<file path="src/hw/rtl/fbpc_pkg.sv">
`default_nettype none

package fbpc_pkg;

    localparam int NUM_PLANES_DEF = 6;
    localparam int COEF_W         = 32;
    localparam int POS_W          = 32;
    localparam int HALF_W         = 30;
    localparam int SUM_W          = COEF_W + 1;
    localparam int OPA_W          = SUM_W + 1;
    localparam int PROD_W         = OPA_W + COEF_W;
    localparam int ACC_W          = PROD_W + 2;

    localparam logic [1:0] ACT_WRITE = 2'd0;
    localparam logic [1:0] ACT_POINT = 2'd1;
    localparam logic [1:0] ACT_CUBE  = 2'd2;

    typedef enum logic [1:0] {
        MUL_X = 2'd0,
        MUL_Y = 2'd1,
        MUL_Z = 2'd2,
        MUL_H = 2'd3
    } t_mul_sel;

    typedef struct packed {
        logic     first;
        t_mul_sel mul_sel;
        logic     acc_en;
        logic     acc_d;
        logic     d_load;
    } t_mac_ctl;

endpackage

`default_nettype wire

</file>
<file path="src/hw/rtl/fbpc_plane_tab.sv">
`default_nettype none

module fbpc_plane_tab
    import fbpc_pkg::*;
#(
    parameter int NUM_PLANES = NUM_PLANES_DEF,
    parameter int DEPTH      = NUM_PLANES * 4,
    parameter int IDX_W      = $clog2(DEPTH)
) (
    input  wire logic                     i_clk,
    input  wire logic                     i_rst_n,
    input  wire logic                     i_wr_en,
    input  wire logic [IDX_W-1:0]         i_wr_addr,
    input  wire logic signed [COEF_W-1:0] i_wr_data,
    input  wire logic [IDX_W-1:0]         i_rd_addr,
    output logic signed [COEF_W-1:0]      o_rd_data
);

    logic signed [COEF_W-1:0] r_tab [DEPTH];

    always_ff @(posedge i_clk) begin
        if (!i_rst_n) begin
            for (int i = 0; i < DEPTH; i++) begin
                r_tab[i] <= '0;
            end
        end else if (i_wr_en) begin
            r_tab[i_wr_addr] <= i_wr_data;
        end
    end

    assign o_rd_data = r_tab[i_rd_addr];

endmodule

`default_nettype wire

</file>
<file path="src/hw/rtl/fbpc_mac.sv">
`default_nettype none

module fbpc_mac
    import fbpc_pkg::*;
(
    input  wire logic                     i_clk,
    input  wire t_mac_ctl                 i_ctl,
    input  wire logic signed [COEF_W-1:0] i_coef,
    input  wire logic signed [POS_W-1:0]  i_x,
    input  wire logic signed [POS_W-1:0]  i_y,
    input  wire logic signed [POS_W-1:0]  i_z,
    input  wire logic [HALF_W-1:0]        i_h,
    output logic                          o_pass
);

    logic signed [OPA_W-1:0]  w_opa;
    logic signed [COEF_W-1:0] w_opb;
    logic signed [PROD_W-1:0] w_prod;
    logic [COEF_W-1:0]        w_abs;
    logic signed [ACC_W-1:0]  w_addend;

    logic signed [PROD_W-1:0] r_prod;
    logic [SUM_W-1:0]         r_sum;
    logic signed [COEF_W-1:0] r_d;
    logic signed [ACC_W-1:0]  r_acc;

    always_comb begin
        w_opb = i_coef;
        case (i_ctl.mul_sel)
            MUL_X:   w_opa = OPA_W'(i_x);
            MUL_Y:   w_opa = OPA_W'(i_y);
            MUL_Z:   w_opa = OPA_W'(i_z);
            default: begin
                w_opa = $signed({1'b0, r_sum});
                w_opb = $signed({{(COEF_W - HALF_W){1'b0}}, i_h});
            end
        endcase
    end

    assign w_prod   = PROD_W'(w_opa) * PROD_W'(w_opb);
    assign w_abs    = i_coef[COEF_W-1] ? COEF_W'(-i_coef) : i_coef;
    assign w_addend = i_ctl.acc_d
                    ? $signed({{(ACC_W - 2 * COEF_W){r_d[COEF_W-1]}}, r_d, {COEF_W{1'b0}}})
                    : ACC_W'(r_prod);

    always_ff @(posedge i_clk) begin
        r_prod <= w_prod;
        if (i_ctl.d_load) begin
            r_d <= i_coef;
        end
        if (i_ctl.first) begin
            r_sum <= SUM_W'(w_abs);
        end else if (i_ctl.mul_sel != MUL_H) begin
            r_sum <= r_sum + SUM_W'(w_abs);
        end
        if (i_ctl.first) begin
            r_acc <= '0;
        end else if (i_ctl.acc_en) begin
            r_acc <= r_acc + w_addend;
        end
    end

    assign o_pass = !r_acc[ACC_W-1] && (r_acc != '0);

endmodule

`default_nettype wire

</file>
<file path="src/hw/rtl/frustum_box_point_cull_top.sv">
// Plane-test culling block: a test transaction runs plane by plane on one shared
// multiply-accumulate unit (four products, the d term and a sign check per plane).
// A test stops at the first rejecting plane or after the last one. The result is
// registered from S_DONE, which holds while an earlier result is not yet taken; no
// new input or coefficient write is taken until S_IDLE is reached again. Reset clears
// the plane table to zero and empties the result register.
`default_nettype none

module frustum_box_point_cull_top
    import fbpc_pkg::*;
#(
    parameter int NUM_PLANES = NUM_PLANES_DEF
) (
    input  wire logic                     i_clk,
    input  wire logic                     i_rst_n,
    input  wire logic                     i_in_valid,
    output logic                          o_in_ready,
    input  wire logic [1:0]               i_action,
    input  wire logic [2:0]               i_plane_index,
    input  wire logic [1:0]               i_coef_index,
    input  wire logic signed [COEF_W-1:0] i_coef_value,
    input  wire logic signed [POS_W-1:0]  i_pos_x,
    input  wire logic signed [POS_W-1:0]  i_pos_y,
    input  wire logic signed [POS_W-1:0]  i_pos_z,
    input  wire logic [HALF_W-1:0]        i_half_size,
    output logic                          o_out_valid,
    input  wire logic                     i_out_ready,
    output logic                          o_inside_res
);

    localparam int DEPTH   = NUM_PLANES * 4;
    localparam int IDX_W   = $clog2(DEPTH);
    localparam int PLANE_W = (NUM_PLANES > 1) ? $clog2(NUM_PLANES) : 1;
    localparam logic [PLANE_W-1:0] LAST_PLANE = PLANE_W'(NUM_PLANES - 1);

    localparam logic [2:0] STEP_A  = 3'd0;
    localparam logic [2:0] STEP_B  = 3'd1;
    localparam logic [2:0] STEP_C  = 3'd2;
    localparam logic [2:0] STEP_DH = 3'd3;
    localparam logic [2:0] STEP_SP = 3'd4;
    localparam logic [2:0] STEP_DD = 3'd5;

    typedef enum logic [3:0] {
        S_IDLE  = 4'b0001,
        S_RUN   = 4'b0010,
        S_CHECK = 4'b0100,
        S_DONE  = 4'b1000
    } t_state;

    t_state               r_state, n_state;
    logic [2:0]           r_step, n_step;
    logic [PLANE_W-1:0]   r_plane, n_plane;
    logic                 r_res, n_res;
    logic                 r_out_valid, n_out_valid;
    logic                 r_out_res, n_out_res;

    logic signed [POS_W-1:0] r_x, r_y, r_z;
    logic [HALF_W-1:0]       r_h;

    logic                     w_in_acc;
    logic                     w_is_test;
    logic                     w_wr_en;
    logic [IDX_W-1:0]         w_wr_addr;
    logic [IDX_W-1:0]         w_rd_addr;
    logic signed [COEF_W-1:0] w_coef;
    logic                     w_pass;
    t_mac_ctl                 w_ctl;

    assign o_in_ready   = (r_state == S_IDLE);
    assign w_in_acc     = i_in_valid && o_in_ready;
    assign w_is_test    = (i_action == ACT_POINT) || (i_action == ACT_CUBE);
    assign w_wr_en      = w_in_acc && (i_action == ACT_WRITE)
                       && (32'(i_plane_index) < NUM_PLANES);
    assign w_wr_addr    = IDX_W'(32'(i_plane_index) * 4 + 32'(i_coef_index));
    assign w_rd_addr    = IDX_W'(32'(r_plane) * 4 + 32'(r_step[1:0]));
    assign o_out_valid  = r_out_valid;
    assign o_inside_res = r_out_res;

    fbpc_plane_tab #(
        .NUM_PLANES (NUM_PLANES)
    ) u_tab (
        .i_clk     (i_clk),
        .i_rst_n   (i_rst_n),
        .i_wr_en   (w_wr_en),
        .i_wr_addr (w_wr_addr),
        .i_wr_data (i_coef_value),
        .i_rd_addr (w_rd_addr),
        .o_rd_data (w_coef)
    );

    fbpc_mac u_mac (
        .i_clk  (i_clk),
        .i_ctl  (w_ctl),
        .i_coef (w_coef),
        .i_x    (r_x),
        .i_y    (r_y),
        .i_z    (r_z),
        .i_h    (r_h),
        .o_pass (w_pass)
    );

    always_comb begin
        w_ctl         = '0;
        w_ctl.mul_sel = MUL_X;
        if (r_state == S_RUN) begin
            case (r_step)
                STEP_A: w_ctl.first = 1'b1;
                STEP_B: begin
                    w_ctl.mul_sel = MUL_Y;
                    w_ctl.acc_en  = 1'b1;
                end
                STEP_C: begin
                    w_ctl.mul_sel = MUL_Z;
                    w_ctl.acc_en  = 1'b1;
                end
                STEP_DH: begin
                    w_ctl.mul_sel = MUL_H;
                    w_ctl.acc_en  = 1'b1;
                    w_ctl.d_load  = 1'b1;
                end
                STEP_SP: begin
                    w_ctl.mul_sel = MUL_H;
                    w_ctl.acc_en  = 1'b1;
                end
                STEP_DD: begin
                    w_ctl.mul_sel = MUL_H;
                    w_ctl.acc_en  = 1'b1;
                    w_ctl.acc_d   = 1'b1;
                end
                default: w_ctl.mul_sel = MUL_H;
            endcase
        end
    end

    always_comb begin
        n_state     = r_state;
        n_step      = r_step;
        n_plane     = r_plane;
        n_res       = r_res;
        n_out_valid = r_out_valid;
        n_out_res   = r_out_res;
        if (r_out_valid && i_out_ready) begin
            n_out_valid = 1'b0;
        end
        unique case (r_state)
            S_IDLE: begin
                if (w_in_acc && w_is_test) begin
                    n_state = S_RUN;
                    n_step  = STEP_A;
                    n_plane = '0;
                end
            end
            S_RUN: begin
                if (r_step == STEP_DD) begin
                    n_state = S_CHECK;
                end else begin
                    n_step = r_step + 3'd1;
                end
            end
            S_CHECK: begin
                if (!w_pass) begin
                    n_res   = 1'b0;
                    n_state = S_DONE;
                end else if (r_plane == LAST_PLANE) begin
                    n_res   = 1'b1;
                    n_state = S_DONE;
                end else begin
                    n_plane = r_plane + PLANE_W'(1);
                    n_step  = STEP_A;
                    n_state = S_RUN;
                end
            end
            S_DONE: begin
                if (!r_out_valid || i_out_ready) begin
                    n_out_valid = 1'b1;
                    n_out_res   = r_res;
                    n_state     = S_IDLE;
                end
            end
            default: n_state = S_IDLE;
        endcase
    end

    always_ff @(posedge i_clk) begin
        if (!i_rst_n) begin
            r_state     <= S_IDLE;
            r_step      <= STEP_A;
            r_plane     <= '0;
            r_res       <= 1'b0;
            r_out_valid <= 1'b0;
            r_out_res   <= 1'b0;
        end else begin
            r_state     <= n_state;
            r_step      <= n_step;
            r_plane     <= n_plane;
            r_res       <= n_res;
            r_out_valid <= n_out_valid;
            r_out_res   <= n_out_res;
        end
    end

    always_ff @(posedge i_clk) begin
        if (w_in_acc && w_is_test) begin
            r_x <= i_pos_x;
            r_y <= i_pos_y;
            r_z <= i_pos_z;
            r_h <= (i_action == ACT_CUBE) ? i_half_size : '0;
        end
    end

    a_test_starts: assert property (@(posedge i_clk) disable iff (!i_rst_n)
        (w_in_acc && w_is_test) |=> (r_state == S_RUN && r_step == STEP_A && r_plane == '0))
        else $error("test transaction did not start at the first plane");

    a_check_after_run: assert property (@(posedge i_clk) disable iff (!i_rst_n)
        (r_state == S_CHECK) |-> ($past(r_state) == S_RUN && $past(r_step) == STEP_DD))
        else $error("plane check reached before all terms were summed");

    a_done_from_check: assert property (@(posedge i_clk) disable iff (!i_rst_n)
        ($rose(r_state == S_DONE)) |-> ($past(r_state) == S_CHECK
            && ($past(!w_pass) || $past(r_plane) == LAST_PLANE)))
        else $error("result produced before a rejection or the last plane");

endmodule

`default_nettype wire
</file>
<file path="config.mk">
export PLATFORM = sky130hd
export DESIGN_NAME = frustum_box_point_cull_top
export DESIGN_NICKNAME = d
export VERILOG_FILES = /design/src/hw/rtl/fbpc_pkg.sv /design/src/hw/rtl/fbpc_plane_tab.sv /design/src/hw/rtl/fbpc_mac.sv /design/src/hw/rtl/frustum_box_point_cull_top.sv
export SDC_FILE = /design/constraint.sdc
export NUM_CORES = 2
export LEC_CHECK = 0
export BUFFER_PORTS_ARGS = -buffer_cell sky130_fd_sc_hd__buf_2
export CAP_MARGIN = 20
export CORE_MARGIN = 3
export CORE_UTILIZATION = 65
export CTS_BUF_LIST = sky130_fd_sc_hd__clkbuf_4 sky130_fd_sc_hd__clkbuf_8
export DETAILED_ROUTE_END_ITERATION = 7
export PLACE_DENSITY = 0.93
export SETUP_SLACK_MARGIN = 0.2
export SYNTH_ARGS = -nofsm -noshare
export SYNTH_HDL_FRONTEND = slang
export SYNTH_HIERARCHICAL = 1
export SYNTH_SLANG_ARGS = --single-unit
</file>
<file path="constraint.sdc">
create_clock -name i_clk -period 25.8 [get_ports i_clk]
set_input_delay 5.16 -clock i_clk [delete_from_list [all_inputs] [get_ports i_clk]]
set_output_delay 5.16 -clock i_clk [all_outputs]
set_load 0.02 [all_outputs]
</file>
Word level (Yosys, flattened, before mapping)
Memory sizes are Yosys's and may differ from the RTL's.
Index checks and enable logic that the tools add are counted.
- memories: 1
- memory bits (writable): 768
- flip-flop bits (word level): 338
- output and inout bits: 3
- input bits: 169
- memory list (name ; depth ; width ; read ports ; clocked after Yosys merged registers in ; wr ports ; line ; source):
    u_tab.r_tab ; 24 ; 32 ; 1 ; 0 ; 24 ; fbpc_plane_tab.sv:19 ; logic signed [COEF_W-1:0] r_tab [DEPTH];
- add/subtract/negate cells: 7
- muxes and demuxes: 38
- eq/ne operators: 22
- $lt $le $gt $ge: 1
- multipliers: 1
- reduce and logical (&&, ||, !) cells: 25
- operators with widths (operator ; number):
    two-way mux 32 bit ; 5
    case mux 34 bit (3 select lines) ; 1
    adder 68 bit ; 1
    two-way mux 68 bit ; 1
    nonzero test 68 bit ; 1
    multiplier 34 x 32 -> 66 bit ; 1
    adder 33 x 32 -> 33 bit ; 1
    negation 32 bit ; 1
    OR reduction 32 bit ; 1
    two-way mux 4 bit ; 5
    two-way mux 3 bit ; 6
    case mux 4 bit (4 select lines) ; 1
    two-way mux 1 bit ; 14
    adder 5 x 2 -> 5 bit ; 2
    inequality test 2 bit, second input constant ; 5
    equality test 3 bit, second input constant ; 3
    case mux 3 bit (3 select lines) ; 1
    adder 3 x 1 -> 3 bit, second input constant ; 2
    equality test 3 x 2 -> 1 bit, second input constant ; 2
    logical AND 1 bit ; 6
    two-way mux 6 bit ; 1
    inequality test 2 x 1 -> 1 bit, second input constant ; 3
    case mux 2 bit (3 select lines) ; 1
    case mux 3 bit (2 select lines) ; 1
    21 further kinds ; 28

Logic depth before layout (Yosys ltp)
- depth after elaboration: 9
- mapped depth: 40

By module
Netlist, hierarchy kept.
- by module, submodules not included (module ; sequential area each (um^2) ; cells each ; instances ; area each (um^2)):
    fbpc_mac ; 4624.4 ; 5767 ; 1 ; 51577.0
    fbpc_plane_tab ; 30749.5 ; 3167 ; 1 ; 45427.3
    frustum_box_point_cull_top ; 4043.9 ; 261 ; 1 ; 4837.1

Least setup slack after synthesis
No wires, ideal clock.
- kind: input port to flip-flop
- start point: input port i_action[0]
- end point: register r_h[0] (enable)
- path slack: 14389 ps
- data arrival time: 10799 ps
- path buffers: 0
- cell stages on the path: 4
- cell sequence: inv_1 ha_1 nand2_1 nor2_1
- cells in the longest elaborated chain, start to end: 3
- elaborated cells between the ends (all ways): 4
- those cells by class: 2 x eq/ne; 2 x reduce/logical
- RTL lines (what ; line ; source):
    start, declared ; frustum_box_point_cull_top.sv:18 ; input wire logic [1:0] i_action,
    equality test 2 x 1 -> 1 bit / equality test 2 bit (equally long branches) ; frustum_box_point_cull_top.sv:71 ; assign w_is_test = (i_action == ACT_POINT) || (i_action == ACT_CUBE);
    logical OR 1 bit * ; frustum_box_point_cull_top.sv:71 ;
    logical AND 1 bit * ; frustum_box_point_cull_top.sv:203 ; if (w_in_acc && w_is_test) begin
    end signal, assigned ; frustum_box_point_cull_top.sv:207 ; r_h <= (i_action == ACT_CUBE) ? i_half_size : '0;
    end, declared ; frustum_box_point_cull_top.sv:58 ; logic [HALF_W-1:0] r_h;
Mark *: on every way between the ends. The rest lies on a longest branch, timed or not.
A chain may end at the register's enable or synchronous reset.

Worst setup path in the final report
- start point: register r_step[0]
- end point: register u_mac.r_prod[64]
- elaborated cells between the ends (all ways): 14
- those cells by class: 1 x add/sub; 1 x mul; 4 x eq/ne; 4 x mux; 3 x reduce/logical; 1 x memory
- RTL lines (what ; line ; source):
    start, declared ; frustum_box_point_cull_top.sv:51 ; logic [2:0] r_step, n_step;
    start signal, assigned ; frustum_box_point_cull_top.sv:194 ; r_step <= n_step;
    adder 5 x 2 -> 5 bit ; frustum_box_point_cull_top.sv:75 ; assign w_rd_addr = IDX_W'(32'(r_plane) * 4 + 32'(r_step[1:0]));
    memory (24 x 32 bit) ; - ;
    via w_coef[0] ; frustum_box_point_cull_top.sv:65 ; logic signed [COEF_W-1:0] w_coef;
    two-way mux 32 bit ; fbpc_mac.sv:29 ; case (i_ctl.mul_sel)
    multiplier 34 x 32 -> 66 bit ; fbpc_mac.sv:40 ; assign w_prod = PROD_W'(w_opa) * PROD_W'(w_opb);
    via u_mac.w_prod[64] ; fbpc_mac.sv:18 ; logic signed [PROD_W-1:0] w_prod;
    end signal, assigned ; fbpc_mac.sv:47 ; r_prod <= w_prod;
    end, declared ; fbpc_mac.sv:22 ; logic signed [PROD_W-1:0] r_prod;
The timed path passes the listed nets, and every way through them passes these cells.

==> out/summary.md <==
### Status
* **result of the run** finished clean

### Floorplan
* **number of top-level design ports** 172
* **Initial Util** 65.73%
* **area of the core** 154900 µm²
* **die area** 161500 µm²
* **floorplan die height** 401.8 µm
* **chip width** 401.8 µm
* **row count** 144

### STA
* **minimum clock period after layout** 13.21 ns
* **crit share post-route** 51.21%
* **setup violation total in the final timing report** 0
* **fin. max-slew vios** 0
* **tightest slew margin relative to the limit** 20.75%
* **Final Hold Viols** 0
* **RSZ-0062 raised after global routing** false
* **maximum clock skew at final layout** 0.1046 ns
* **slew at the pin closest to its max-slew limit** 1.156 ns
* **Max Freq** 75.69 MHz
* **Setup TNS Final** 0 ns

### Synthesis
* **area fraction in compound gates after synthesis** 6.795%
* **prevailing post-synth register cell** sky130_fd_sc_hd__edfxtp_1
* **portion of netlist area occupied by mux cells** 6.852%
* **post-synthesis share of cell area spent on and, or, nand and nor gates** 13.79%
* **Post-synth ARST share** 0%
* **number of nets produced by synthesis** 10.81k
* **part of the Yosys area used for sequential elements** 38.71%
* **post-synthesis cell type with the largest combined area** sky130_fd_sc_hd__edfxtp_1
* **fraction of post-synthesis cell area in the top cell type by area** 35.80%
* **synthesized area per cell** 11.08 µm²
* **Yosys cell types** 89
* **post-synthesis share of cell area spent on xor and xnor gates** 1.582%
* **post-synthesis share of cell area spent on full adders, half adders and majority gates** 26.14%
* **dominant cells by area after synthesis** sky130_fd_sc_hd__edfxtp_1 36%, sky130_fd_sc_hd__fa_1 22%, sky130_fd_sc_hd__mux2i_1 6.2%
* **Yosys warning count** 6
* **main combinational cell family by area after synthesis** adder cells
* **Seq cells post-synth** 1362
* **EDFF count, synth** 1214
* **cell area after synthesis** 101800 µm²
* **Post-Syn Instances** 9195

### Drt
* **via density per instance** 6.589
* **WL/cell** 27.91 µm
* **post-route antenna net violation count** 0
* **DRC violation count after routing** 0
* **number of iterations in the first detailed-routing pass** 7
* **violation count after the first detailed-routing iteration** 10.68k
* **number of vias after detailed routing** 75.30k
* **total routed wirelength** 318900 µm

### Critical path
* **critical path type** flop to flop
* **cell with the largest stage delay on the worst path** sky130_fd_sc_hd__fa_1
* **data required time of the critical path** 26.66 ns
* **startpoint of the most critical register-to-register path** r_step[0]$_SDFFE_PN0P_
* **most frequent cell on the critical path** sky130_fd_sc_hd__fa_1
* **Critical Path Source Type** flop
* **biggest cell delay along the critical path** 0.99 ns
* **launch point of the critical path** r_step[0]$_SDFFE_PN0P_
* **Crit Path Max Fanout** 119
* **CP Capture Type** flop
* **arrival time reported for the critical path endpoint** 14.07 ns

### Global routing
* **largest net degree at the start of global routing** 141
* **number of antenna violations at the first check in global routing** 13
* **first-pass GRT wire length** 474600 µm
* **number of global-route vias before repair** 78.19k
* **GRT Resource Usage Total** 39.41%
* **total congestion overflow** 0

### CTS
* **count of cells resized by post-cts repair** 0
* **clock transition at the registers of the reported paths** 0.06 ns
* **H-tree depth** 4
* **Worst-Skew Late Latency** 0.99 ns
* **Inserted Clock Buffers** 211
* **CTS Sinks** 1362
* **total of hold buffers inserted after clock tree synthesis** 0
* **number of buffers on the longest clock path** 3
* **cell chosen for the clock root** sky130_fd_sc_hd__clkbuf_8
* **post-CTS setup buffer count** 0
* **TritonCTS clock tree** yes

### Final layout
* **fraction of final layout cells with drive strength greater than 1** 9.235%
* **Area Growth Syn to Fin** 7.311%
* **final net count** 10.81k

### Worst hold path
* **origin of the worst min-delay path** o_inside_res$_SDFFE_PN0P_
* **worst hold path class** flop to flop

### Placement
* **gp weighted congestion** 1.038
* **number of port buffers** 171
* **Detailed Place HPWL** 219800 µm

### Flow run
* **max-cap viol count** 0

## per-layer routing
metal	GRT usage [%]	up-vias	routed length [µm]
met2	59.08	6398	140500
li1	-	30450	-
met1	50.18	36920	107100
met4	24.91	12	24850
met3	12.20	1522	46250
met5	0.7434	-	238
## state kept, by name, summed over array words and instances, names as in the netlist
name / flops
u_tab/r_tab: 1024
r_res: 1
r_y: 32
r_state: 4
r_z: 32
o_out_valid: 1
r_plane: 3
u_mac/r_sum: 33
u_mac/r_acc: 68
o_inside_res: 1
r_x: 32
r_h: 30
r_step: 3
u_mac/r_d: 32
u_mac/r_prod: 66
## cell type report
class	count	area, µm²
inverter	1035	3885
clock buffer	277	3406
tap	2044	2557
timing repair buffer	341	2240
multi-input combinational	6252	56820
clock inverter	110	942.2
fill	10080	45660
sequential	1362	39420
antenna	7	17.52
## worst paths after layout
kind / cells after the start / slack (ns) / to
worst max register to register: 34 / 12.59 / u_mac/r_prod[64]$_DFF_P_
worst max-delay path: 34 / 12.59 / u_mac/r_prod[64]$_DFF_P_
worst min register to register: 2 / 0.50 / o_inside_res$_SDFFE_PN0P_
worst min-delay path: 2 / 0.50 / o_inside_res$_SDFFE_PN0P_
## placed cells by master, fill, tap and decap left out, drive strengths merged, types with 53 or more instances in the layout
| master | instances |
|---|---|
| nand3 | 144 |
| inv | 1040 |
| a21o | 95 |
| xnor2 | 128 |
| a21oi | 309 |
| xor2 | 56 |
| a22oi | 97 |
| edfxtp | 1214 |
| clkbuf | 277 |
| nor2 | 737 |
| o21ai | 206 |
| fa | 1144 |
| mux2i | 633 |
| a22o | 64 |
| dfxtp | 148 |
| ha | 297 |
| nand2b | 59 |
| o21a | 53 |
| clkinv | 91 |
| nand2 | 791 |
| and2 | 857 |
| nor3 | 57 |
| nor2b | 87 |
| mux2 | 57 |
| a31oi | 60 |
| buf | 341 |
## metrics by stage
step / util (%) / hold WS, ns / instances / worst slack [ns] / area, µm²
global route: 70.52 / 0.5086 / 11420 / 12.27 / 109300
CTS: 70.49 / 0.4928 / 11420 / 12.84 / 109200
detailed placement: 67.69 / 0.4845 / 11030 / 12.89 / 104900
floorplan: - / 0.4544 / 9195 / 14.39 / 101800
finish: 70.53 / 0.4975 / 11430 / 12.59 / 109300
global placement: 67.68 / 0.4714 / 11030 / 13.14 / 104900
## synth_stat cells (all sizes together) (12+ instances only)
cell / n
a22oi: 97
nor2: 737
nand4: 27
or4: 12
clkbuf: 423
or3: 16
o21bai: 26
nand2b: 59
mux2: 57
and3: 22
nand3: 144
a211oi: 38
a31oi: 60
o31ai: 20
nor3: 57
nand2: 791
nor2b: 87
dfxtp: 148
ha: 297
fa: 1144
a21o: 95
nor4: 20
xor2: 56
xnor2: 128
a31o: 15
a22o: 64
and2: 857
inv: 1033
mux2i: 633
o21a: 53
o21ai: 206
buf: 123
a21oi: 309
edfxtp: 1214
## critical path, delay by kind of cell (launching register included)
| family | cells | cell delay (ns) |
|---|---|---|
| flops | 1 | 0.70 |
| fa+ha+maj | 9 | 5.20 |
| compound gates | 10 | 1.79 |
| mux | 2 | 0.62 |
| buf+inv | 8 | 3.37 |
| simple gates | 5 | 1.28 |
## cells by family after synthesis
kind of cell	after synthesis
flops	1362
fa+ha+maj	1441
mux	690
buf+inv	1581
compound gates	1071
xor+xnor	184
simple gates	2866
Power is not shown: default switching activity piles up to over one toggle a cycle in this logic, so the estimate is an artifact.
